[src/hw/rtl/multi_pin_switch_debouncer_core_macros.svh]
// Assertion macros for the multi-pin debouncer core.
// Clock and reset names follow the project convention: clock, reset.
`ifndef MULTI_PIN_SWITCH_DEBOUNCER_CORE_MACROS_SVH
`define MULTI_PIN_SWITCH_DEBOUNCER_CORE_MACROS_SVH

// Same-cycle implication, checked outside reset.
`define MPSD_ASSERT_IMPL(label, ante, cons, msg) \
   label: assert property (@(posedge clock) disable iff (reset) (ante) |-> (cons)) \
      else $error(msg);

// Next-cycle implication, checked outside reset.
`define MPSD_ASSERT_NEXT(label, ante, cons, msg) \
   label: assert property (@(posedge clock) disable iff (reset) (ante) |=> (cons)) \
      else $error(msg);

`endif

[src/hw/rtl/mpsd_pkg.sv]
// Shared types and constants for the multi-pin debouncer core.
// No dependencies; used by mpsd_pin_lane and the top level.
package mpsd_pkg;

   localparam int LEVEL_W     = 16;
   localparam int TIMER_W     = 16;
   localparam int STAMP_W     = 32;
   localparam int PIN_IDX_W   = 4;
   localparam int CSR_INDEX_W = 3;

   typedef enum logic [1:0] {
      EVT_CLOSED   = 2'd0,
      EVT_OPENED   = 2'd1,
      EVT_RELEASED = 2'd2
   } event_kind_type;

   typedef enum logic [CSR_INDEX_W-1:0] {
      CSR_DEBOUNCE    = 3'd0,
      CSR_ENABLE      = 3'd1,
      CSR_WAIT_CLOSED = 3'd2,
      CSR_BUTTON      = 3'd3,
      CSR_REPEAT      = 3'd4
   } csr_index_type;

   typedef struct packed {
      logic enable;
      logic wait_closed;
      logic button;
      logic repeat_en;
   } lane_cfg_type;

   typedef struct packed {
      logic                 fire;
      event_kind_type       kind;
      logic [STAMP_W-1:0]   held;
   } lane_evt_type;

endpackage

[src/hw/rtl/mpsd_pin_lane.sv]
// One pin of the debouncer: edge detect, delay timer, button press/release tracking.
// Depends on mpsd_pkg.
module mpsd_pin_lane
   import mpsd_pkg::*;
(
   input  logic                clock,
   input  logic                reset,
   input  logic                step,
   input  logic                level,
   input  lane_cfg_type        cfg,
   input  logic [TIMER_W-1:0]  load_ticks,
   input  logic [STAMP_W-1:0]  tick_count,
   output lane_evt_type        evt
);

   logic               prev_ff, prev_in;
   logic [TIMER_W-1:0] timer_ff, timer_in;
   logic               awaiting_ff, awaiting_in;
   logic               armed_ff, armed_in;
   logic [STAMP_W-1:0] stamp_ff, stamp_in;

   logic               wait_close;
   logic               edge_hit;
   logic               confirm;
   logic [TIMER_W-1:0] timer_dec;

   always_comb begin
      prev_in     = level;
      timer_in    = timer_ff;
      awaiting_in = awaiting_ff;
      armed_in    = armed_ff;
      stamp_in    = stamp_ff;
      evt.fire    = 1'b0;
      evt.kind    = EVT_CLOSED;
      evt.held    = '0;
      wait_close  = cfg.button ? !awaiting_ff : cfg.wait_closed;
      edge_hit    = wait_close ? (prev_ff && !level) : (!prev_ff && level);
      timer_dec   = timer_ff - TIMER_W'(1);
      confirm     = 1'b0;

      if (!cfg.enable) begin
         timer_in    = '0;
         awaiting_in = 1'b0;
         armed_in    = 1'b1;
      end else if (!cfg.button || armed_ff) begin
         if (!cfg.button) begin
            awaiting_in = 1'b0;
            armed_in    = 1'b1;
         end
         if (edge_hit) begin
            timer_in = load_ticks;
         end else if (timer_ff != '0) begin
            timer_in = timer_dec;
            if (timer_dec == '0) begin
               confirm = wait_close ? !level : level;
            end
         end
         if (confirm) begin
            if (cfg.button) begin
               if (wait_close) begin
                  stamp_in    = tick_count;
                  awaiting_in = 1'b1;
               end else begin
                  evt.fire    = 1'b1;
                  evt.kind    = EVT_RELEASED;
                  evt.held    = tick_count - stamp_ff;
                  awaiting_in = 1'b0;
                  armed_in    = cfg.repeat_en;
               end
            end else begin
               evt.fire = 1'b1;
               evt.kind = wait_close ? EVT_CLOSED : EVT_OPENED;
            end
         end
      end
   end

   always_ff @(posedge clock) begin
      if (reset) begin
         prev_ff     <= 1'b1;
         timer_ff    <= '0;
         awaiting_ff <= 1'b0;
         armed_ff    <= 1'b1;
      end else if (step) begin
         prev_ff     <= prev_in;
         timer_ff    <= timer_in;
         awaiting_ff <= awaiting_in;
         armed_ff    <= armed_in;
      end
   end

   always_ff @(posedge clock) begin
      if (step) begin
         stamp_ff <= stamp_in;
      end
   end

endmodule

[src/hw/rtl/multi_pin_switch_debouncer_core.sv]
// Multi-pin switch and button debouncer, one tick per request transfer.
// Path: request registers, then pending event flags, then the response registers.
// Throughput: one tick per cycle while ticks confirm no event; a tick with n events
// sends n responses, and the next tick is processed as its last one leaves.
// Reset (synchronous): pins open, timers idle, buttons armed, registers at defaults.
// Depends on mpsd_pkg, mpsd_pin_lane and multi_pin_switch_debouncer_core_macros.svh.
`include "multi_pin_switch_debouncer_core_macros.svh"

module multi_pin_switch_debouncer_core
   import mpsd_pkg::*;
#(
   parameter int PINS = 16
)
(
   input  logic                   clock,
   input  logic                   reset,

   input  logic                   csr_we,
   input  logic [CSR_INDEX_W-1:0] csr_index,
   input  logic [LEVEL_W-1:0]     csr_wdata,

   input  logic                   req_valid,
   output logic                   req_ready,
   input  logic [LEVEL_W-1:0]     req_pin_levels,

   output logic                   rsp_valid,
   input  logic                   rsp_ready,
   output logic [PIN_IDX_W-1:0]   rsp_pin_index,
   output logic [1:0]             rsp_event_kind,
   output logic [STAMP_W-1:0]     rsp_held_ticks,
   output logic                   rsp_last
);

   localparam int SEL_W = (PINS > 1) ? $clog2(PINS) : 1;

   logic [TIMER_W-1:0] debounce_ff;
   logic [LEVEL_W-1:0] enable_ff, wait_closed_ff, button_ff, repeat_ff;

   logic               in_valid_ff;
   logic [LEVEL_W-1:0] in_levels_ff;
   logic [STAMP_W-1:0] tick_count_ff;

   logic [PINS-1:0]    pend_ff, pend_in, pend_after, pop_onehot, lane_fire;
   event_kind_type     evt_kind_ff [PINS];
   logic [STAMP_W-1:0] evt_held_ff [PINS];

   logic                 rsp_valid_ff;
   logic [PIN_IDX_W-1:0] rsp_pin_index_ff;
   event_kind_type       rsp_event_kind_ff;
   logic [STAMP_W-1:0]   rsp_held_ff;
   logic                 rsp_last_ff;

   logic [TIMER_W-1:0] load_ticks;
   logic [SEL_W-1:0]   sel;
   logic               pop, proc_fire;
   lane_evt_type       lane_evt [PINS];

   for (genvar g = 0; g < PINS; g++) begin : gen_lane
      lane_cfg_type lane_cfg;
      assign lane_cfg.enable      = enable_ff[g];
      assign lane_cfg.wait_closed = wait_closed_ff[g];
      assign lane_cfg.button      = button_ff[g];
      assign lane_cfg.repeat_en   = repeat_ff[g];
      assign lane_fire[g]         = lane_evt[g].fire;

      mpsd_pin_lane u_lane (
         .clock      (clock),
         .reset      (reset),
         .step       (proc_fire),
         .level      (in_levels_ff[g]),
         .cfg        (lane_cfg),
         .load_ticks (load_ticks),
         .tick_count (tick_count_ff),
         .evt        (lane_evt[g])
      );
   end

   always_comb begin
      load_ticks = (debounce_ff == '0) ? TIMER_W'(1) : debounce_ff;
      sel = '0;
      for (int i = PINS - 1; i >= 0; i--) begin
         if (pend_ff[i]) begin
            sel = SEL_W'(i);
         end
      end
      pop_onehot      = '0;
      pop_onehot[sel] = 1'b1;
      pop        = (pend_ff != '0) && (!rsp_valid_ff || rsp_ready);
      pend_after = pop ? (pend_ff & ~pop_onehot) : pend_ff;
      proc_fire  = in_valid_ff && (pend_after == '0);
      pend_in    = proc_fire ? lane_fire : pend_after;
      req_ready  = !in_valid_ff || proc_fire;
   end

   always_ff @(posedge clock) begin
      if (reset) begin
         debounce_ff    <= TIMER_W'(20);
         enable_ff      <= '0;
         wait_closed_ff <= '0;
         button_ff      <= '0;
         repeat_ff      <= '0;
         in_valid_ff    <= 1'b0;
         tick_count_ff  <= '0;
         pend_ff        <= '0;
         rsp_valid_ff   <= 1'b0;
      end else begin
         if (csr_we) begin
            case (csr_index)
               CSR_DEBOUNCE:    debounce_ff    <= csr_wdata;
               CSR_ENABLE:      enable_ff      <= csr_wdata;
               CSR_WAIT_CLOSED: wait_closed_ff <= csr_wdata;
               CSR_BUTTON:      button_ff      <= csr_wdata;
               CSR_REPEAT:      repeat_ff      <= csr_wdata;
               default: ;
            endcase
         end
         if (req_ready) begin
            in_valid_ff <= req_valid;
         end
         if (proc_fire) begin
            tick_count_ff <= tick_count_ff + STAMP_W'(1);
         end
         pend_ff <= pend_in;
         if (pop) begin
            rsp_valid_ff <= 1'b1;
         end else if (rsp_ready) begin
            rsp_valid_ff <= 1'b0;
         end
      end
   end

   always_ff @(posedge clock) begin
      if (req_valid && req_ready) begin
         in_levels_ff <= req_pin_levels;
      end
      if (proc_fire) begin
         for (int i = 0; i < PINS; i++) begin
            evt_kind_ff[i] <= lane_evt[i].kind;
            evt_held_ff[i] <= lane_evt[i].held;
         end
      end
      if (pop) begin
         rsp_pin_index_ff  <= PIN_IDX_W'(sel);
         rsp_event_kind_ff <= evt_kind_ff[sel];
         rsp_held_ff       <= evt_held_ff[sel];
         rsp_last_ff       <= ((pend_ff & ~pop_onehot) == '0);
      end
   end

   assign rsp_valid      = rsp_valid_ff;
   assign rsp_pin_index  = rsp_pin_index_ff;
   assign rsp_event_kind = rsp_event_kind_ff;
   assign rsp_held_ticks = rsp_held_ff;
   assign rsp_last       = rsp_last_ff;

   `MPSD_ASSERT_IMPL(a_more_after_not_last, rsp_valid_ff && !rsp_last_ff, pend_ff != '0, "non-last response with nothing pending")
   `MPSD_ASSERT_IMPL(a_no_tick_over_pending, (pend_ff != '0) && !pop, !proc_fire, "tick processed over pending events")
   `MPSD_ASSERT_IMPL(a_switch_held_zero, rsp_valid_ff && (rsp_event_kind_ff != EVT_RELEASED), rsp_held_ff == '0, "switch event with nonzero hold time")

endmodule

[config.mk]
export PLATFORM = sky130hd
export DESIGN_NAME = multi_pin_switch_debouncer_core
export DESIGN_NICKNAME = d
export VERILOG_FILES = /design/src/hw/rtl/mpsd_pkg.sv /design/src/hw/rtl/mpsd_pin_lane.sv /design/src/hw/rtl/multi_pin_switch_debouncer_core.sv
export VERILOG_INCLUDE_DIRS = /design/src /design/src/hw/rtl
export SDC_FILE = /design/constraint.sdc
export NUM_CORES = 2
export LEC_CHECK = 0
export BUFFER_PORTS_ARGS = -buffer_cell sky130_fd_sc_hd__buf_2
export CAP_MARGIN = 30
export CORE_MARGIN = 5
export CORE_UTILIZATION = 35
export DETAILED_ROUTE_END_ITERATION = 7
export PLACE_DENSITY = 0.53
export SETUP_SLACK_MARGIN = 0.15
export SYNTH_ARGS = -nofsm -noshare
export SYNTH_HDL_FRONTEND = slang
export SYNTH_HIERARCHICAL = 1
export SYNTH_SLANG_ARGS = --single-unit
[constraint.sdc]
create_clock -name clock -period 77.2 [get_ports clock]
set_input_delay 15.44 -clock clock [delete_from_list [all_inputs] [get_ports clock]]
set_output_delay 15.44 -clock clock [all_outputs]
set_load 0.02 [all_outputs]
Word-level counts from Yosys, hierarchy flattened:

Memories as Yosys holds them, arrays and structs flattened. A register that Yosys moved wholly into a read port is not among the register bits.
Cells that the tools add are included.

* RAM bits: 544
* memories: 2
* bits in registers: 967
* output and inout bits: 41
* logic and storage cells: 899
* input port bits: 40

Memory list
* evt_held_ff: depth 16, width 32, read ports 1, clocked after Yosys merged registers in 1, wr ports 16, line multi_pin_switch_debouncer_core.sv:45 `logic [STAMP_W-1:0] evt_held_ff [PINS];`
* evt_kind_ff: depth 16, width 2, read ports 1, clocked after Yosys merged registers in 1, wr ports 16, line multi_pin_switch_debouncer_core.sv:44 `event_kind_type evt_kind_ff [PINS];`

* multiplexer cells: 521
* reduce and logical (&&, ||, !) cells: 211
* equality and inequality tests: 36
* bitwise gates (word level): 2
* $add $sub $neg: 33
* order comparisons: 2

Operator list (count)
* two-way mux 35 bit: 64
* two-way mux 16 bit: 67
* two-way mux 32 bit: 16
* subtractor 32 bit: 16
* two-way mux 1 bit: 341
* zero test 16 bit: 19
* nonzero test 16 bit: 17
* subtractor 16 x 1 -> 16 bit (second input constant): 16
* AND reduction 6 bit: 16
* zero test 1 bit: 66
* two-way mux 4 bit: 16
* two-way mux 3 bit: 16
* != test 3 x 1 -> 1 bit (second input constant): 16
* AND reduction 3 bit: 16
* AND reduction 2 bit: 21
* logical AND 1 bit: 36
* adder 32 x 1 -> 32 bit (second input constant): 1
* != test 2 x 1 -> 1 bit (second input constant): 16
* logical OR 1 bit: 18
* AND 16 bit: 1
* NOT 16 bit: 1
* == test 3 x 2 -> 1 bit (second input constant): 2
* < comparator 4 x 5 -> 1 bit (second input constant): 1
* demux 1 bit (select 4 bit): 1
* 5 further kinds: 5

Depth between registers and ports, before layout:

* depth in word-level cells: 27
* gate-level depth with buffers: 19
* depth with buffers taken out: 14

By module:

The synthesis kept the hierarchy.

By module, submodules not included
* multi_pin_switch_debouncer_core: times used 1, seq. area each 20589.7 µm², area each 27462.6 µm², cells each 1988
* mpsd_pin_lane at gen_lane[15].u_lane ...: times used 6, seq. area each 1341.3 µm², area each 4301.6 µm², cells each 518
* mpsd_pin_lane at gen_lane[0].u_lane ...: times used 6, seq. area each 1341.3 µm², area each 4108.9 µm², cells each 501
* mpsd_pin_lane at gen_lane[5].u_lane ...: times used 4, seq. area each 1341.3 µm², area each 4186.5 µm², cells each 512

Least setup slack after synthesis:

No wires, ideal clock.

* path type: input port to flip-flop
* start: input port rsp_ready
* end: register gen_lane[0].u_lane.timer_ff[12]
* data required time: 77.072 ns
* stages: 16
* path slack: 30.059 ns
* library setup time: 0.128 ns
* arrival: 47.013 ns
* cells stage by stage: nor2b_1 > buf_1 > maj3_1 > o21a_1 > a221oi_2 > o2111a_1 > nand4_1 > clkbuf_1 > buf_1 > nor2_1 > o21ai_0 > nand2b_1 > clkbuf_1 > o21ai_0 > o21a_1 > nor2_1

* word-level cells in the longest chain between the ends: 6

RTL lines
* start, declared: line multi_pin_switch_debouncer_core.sv:27 `input logic rsp_ready,`
* logical OR 1 bit: line multi_pin_switch_debouncer_core.sv:88 `pop = (pend_ff != '0) && (!rsp_valid_ff || rsp_ready);`
* logical AND 1 bit: line multi_pin_switch_debouncer_core.sv:88
* two-way mux 16 bit: line multi_pin_switch_debouncer_core.sv:89 `pend_after = pop ? (pend_ff & ~pop_onehot) : pend_ff;`
* zero test 16 bit: line multi_pin_switch_debouncer_core.sv:90 `proc_fire = in_valid_ff && (pend_after == '0);`
* logical AND 1 bit: line multi_pin_switch_debouncer_core.sv:90
* via proc_fire: line multi_pin_switch_debouncer_core.sv:55 `logic pop, proc_fire;`
* AND reduction 3 bit (no source line)
* end signal, assigned: line mpsd_pin_lane.sv:86 `timer_ff <= timer_in;`
* end, declared: line mpsd_pin_lane.sv:17 `logic [TIMER_W-1:0] timer_ff, timer_in;`

The timed path passes the listed nets, and every way through them passes these cells.
A chain may end at the register's enable or synchronous reset.

Worst setup path after layout:

* start: input port rsp_ready
* end: output port req_ready

* word-level cells in the longest chain between the ends: 6

RTL lines
* logical OR 1 bit: line multi_pin_switch_debouncer_core.sv:88
* logical AND 1 bit: line multi_pin_switch_debouncer_core.sv:88
* two-way mux 16 bit: line multi_pin_switch_debouncer_core.sv:89
* zero test 16 bit: line multi_pin_switch_debouncer_core.sv:90
* logical AND 1 bit: line multi_pin_switch_debouncer_core.sv:90
* logical OR 1 bit: line multi_pin_switch_debouncer_core.sv:92 `req_ready = !in_valid_ff || proc_fire;`
* end, declared: line multi_pin_switch_debouncer_core.sv:23 `output logic req_ready,`

No other way between the ends.

==> qor.yml <==
fin_ws_ns: 43.27
die_w_um: 530
clkSlewWorstSetupHoldPaths_ns: 0.06
io_buffers: 80
required_ns: 61.76
num_vias: 78400
tightest_slew_ns: 1.38
postCtsSetupRepairBufs: 0
max_freq_ghz: 0.0295
ys_async_sr_fraction_pct: 0
cp_slowest_cell: "o41ai_2"
powerDensity_mw_per_mm2: 17.5
dpl_cell_area_mm2: 0.0991
grt_max_degree: 149
finalInstanceArea_mm2: 0.105
cts.repair.resized: 0
cts_max_level: 4
antenna_found_initial: 19
drive_gt1_share_pct: 8.06
min_period_ns: 33.93
synth_top_area_share_pct: 35.2
cp-end-kind: "primary output"
syn_nets: 10700
viasPerCell: 5.65
yosys.area.top_type: "edfxtp_1"
fp.coreArea_mm2: 0.270
seq_area_frac_synth_pct: 44.4
routed_wl_um: 308000
cts_buffers: 189
cts_tree: "built"
hold_class: "reg -> reg"
status: "finished, final reports clean"
ctsHoldBuffers: 0
ir_drop_uv: 17.3
syn_area_mm2: 0.0947
synth-seq-cells: 1545
worst-path-max-fanout: 65
leakage_nw: 43.5
ioPinCount: 81
final-hold-violation-count: 0
dp_slack_ns: 43.32
synth_edf_count: 1111
postRouteAntennaNets: 0
initial_core_util_pct: 35.1
grt_pass1_wl_um: 459000
maxSlewViolCount: 0
cp-start-kind: "input port"
clock_sinks: 1545
crit_path_max_incr_delay_ns: 0.86
place_congestion: 0.910
post_synth_main_area_contributors: "edfxtp_1 35%, dfxtp_1 9.2%, ha_1 7.0%"
dpl.hpwl_um: 214000
synth_cell_types: 95
drcViolationCount: 0
cap_violations: 0
wl_per_cell_um: 22.2
fp-row-count: 191
grt_overflow: 0
clkLatencyLatePin_ns: 0.87
first_pass_iters: 8
skew_ns: 0.0677
cts_root_buffer: "clkbuf_16"
syn_to_final_growth_pct: 11.1
rsz0062_at_grt: "false"
cts_max_path_buffers: 4
grt_pass1_vias: 74600
yosysWarnings: 6
setup_viol: 0
period_share_pct: 43.9
netlist_instances: 10200
yosys_most_used_dff: "edfxtp_1"
crit_chain: "buf_2, nand2b_1, nand3_1, o31ai_1, and2_1, nand4_1, buf_4, o41ai_2, buf_2"
final_nets: 10700
relSlewSlack_pct: 7.93
grt_usage_pct: 21.1
dieArea_mm2: 0.281
die_h_um: 530
cp.arrival_ns: 18.49
path_class: "in -> out"
crit_top_cell: "buf_2"
tns_ns: 0
drt_iter0_markers: 6736
syn_avg_cell_area_um2: 9.33
[worst paths after layout]
path              slack, ns    startpoint                        endpoint  depth (start not counted)
hold reg to reg        0.45  repeat_ff[2]                    repeat_ff[2]                          2
setup / recovery      43.27     rsp_ready                       req_ready                          9
setup reg to reg      70.69    pend_ff[2]  gen_lane[8].u_lane/timer_ff[5]                         16
hold / removal         0.45  repeat_ff[2]                    repeat_ff[2]                          2
[report_power, final]
group / switching (mW) / leakage [nW] / internal [mW]
logic: 0.0456 / 25.7 / 0.0208
clock network: 0.361 / 2.93 / 0.522
registers: 0.00619 / 14.9 / 0.888
total: 0.413 / 43.5 / 1.43
[state kept, by name, summed over array words and instances, names as in the netlist, 32 cells and up]
signal / cells
evt_kind_ff: 32
gen_lane.u_lane/timer_ff: 256
rsp_held_ticks: 32
gen_lane.u_lane/stamp_ff: 512
evt_held_ff: 512
tick_count_ff: 32
[layout make-up]
type	instances	area, µm²
fill	26800	165000
multi-input combinational	7393	48000
sequential	1545	42100
clock buffer	247	5140
tap	3570	4470
inverter	773	2900
timing repair buffer	238	1710
clock inverter	82	831
antenna	9	22.5
[Yosys cell counts (47+ instances only)]
library cell,number
o21a_1,84
a222oi_1,106
o2111ai_1,63
clkbuf_1,355
dfxtp_1,434
and3_1,60
a211o_1,48
nand3_1,217
a31oi_1,99
nor2b_1,154
mux2i_1,89
edfxtp_1,1111
nand2b_1,135
xor2_1,234
or4_1,59
o21bai_1,47
nand2_1,986
a22oi_1,77
or3_1,56
nor3_2,50
inv_1,768
and2_1,64
a21boi_0,50
a21oi_1,998
o21ai_0,385
o31ai_1,98
a21o_1,208
buf_2,49
a211oi_1,97
ha_1,529
nor3_1,225
xnor2_1,270
nor4_1,73
nor2_1,1072
nand4_1,68
[cell usage in the layout (no fill, tap or decap), drive strengths merged, types with 65 or more instances in the layout]
cell / n
a31oi: 99
or3: 68
o31ai: 98
a21o: 208
nor2b: 154
xnor2: 270
o21a: 84
clkbuf: 247
and2: 70
nor2: 1073
nand4: 74
nor4: 95
a222oi: 106
xor2: 234
buf: 237
ha: 529
nor3: 275
o21ai: 389
and3: 66
a21oi: 998
o2111ai: 67
nand3: 223
nand2b: 135
mux2i: 93
or4: 65
a22oi: 77
nand2: 987
a211oi: 97
inv: 774
dfxtp: 434
edfxtp: 1111
[per-layer routing]
layer,global-route usage (%),vias up,part of all wire (%)
li1,-,37100,-
met1,29.1,38100,45
met2,33.3,2624,44
met3,2.98,545,6.6
met4,8.08,4,4.3
met5,0,-,0.0088
[worst max-delay path, delay by kind of cell]
kind                   cells  cell delay, ns
buffers and inverters      3            0.82
AO/OA/AOI/OAI              2            1.25
AND/OR/NAND/NOR            4            0.91
[through the flow]
| stage | util, % | power, mW | hold WS (ns) | std cells |
|---|---|---|---|---|
| after floorplan | - | 0.969 | 0.431 | 10200 |
| after global placement | 36.7 | 0.976 | 0.440 | 13500 |
| after detailed placement | 36.7 | 0.978 | 0.447 | 13500 |
| after CTS | 38.9 | 1.86 | 0.454 | 13800 |
| after global routing | 38.9 | 1.91 | 0.466 | 13900 |
| final | 39.0 | 1.84 | 0.453 | 13900 |
[logic make-up (layout without fill, tap and decap cells)]
| group | Yosys count | count (layout) | share of synthesized area, % |
|---|---|---|---|
| flops | 1545 | 1545 | 44.4 |
| compound gates | 2724 | 2724 | 18.8 |
| buf+inv | 1212 | 1340 | 5.08 |
| fa+ha+maj | 546 | 546 | 7.34 |
| mux | 118 | 118 | 1.30 |
| other cells | 0 | 9 | 0 |
| simple gates | 3501 | 3501 | 18.4 |
| xor+xnor | 504 | 504 | 4.66 |
(Power assumes the default switching activity.)
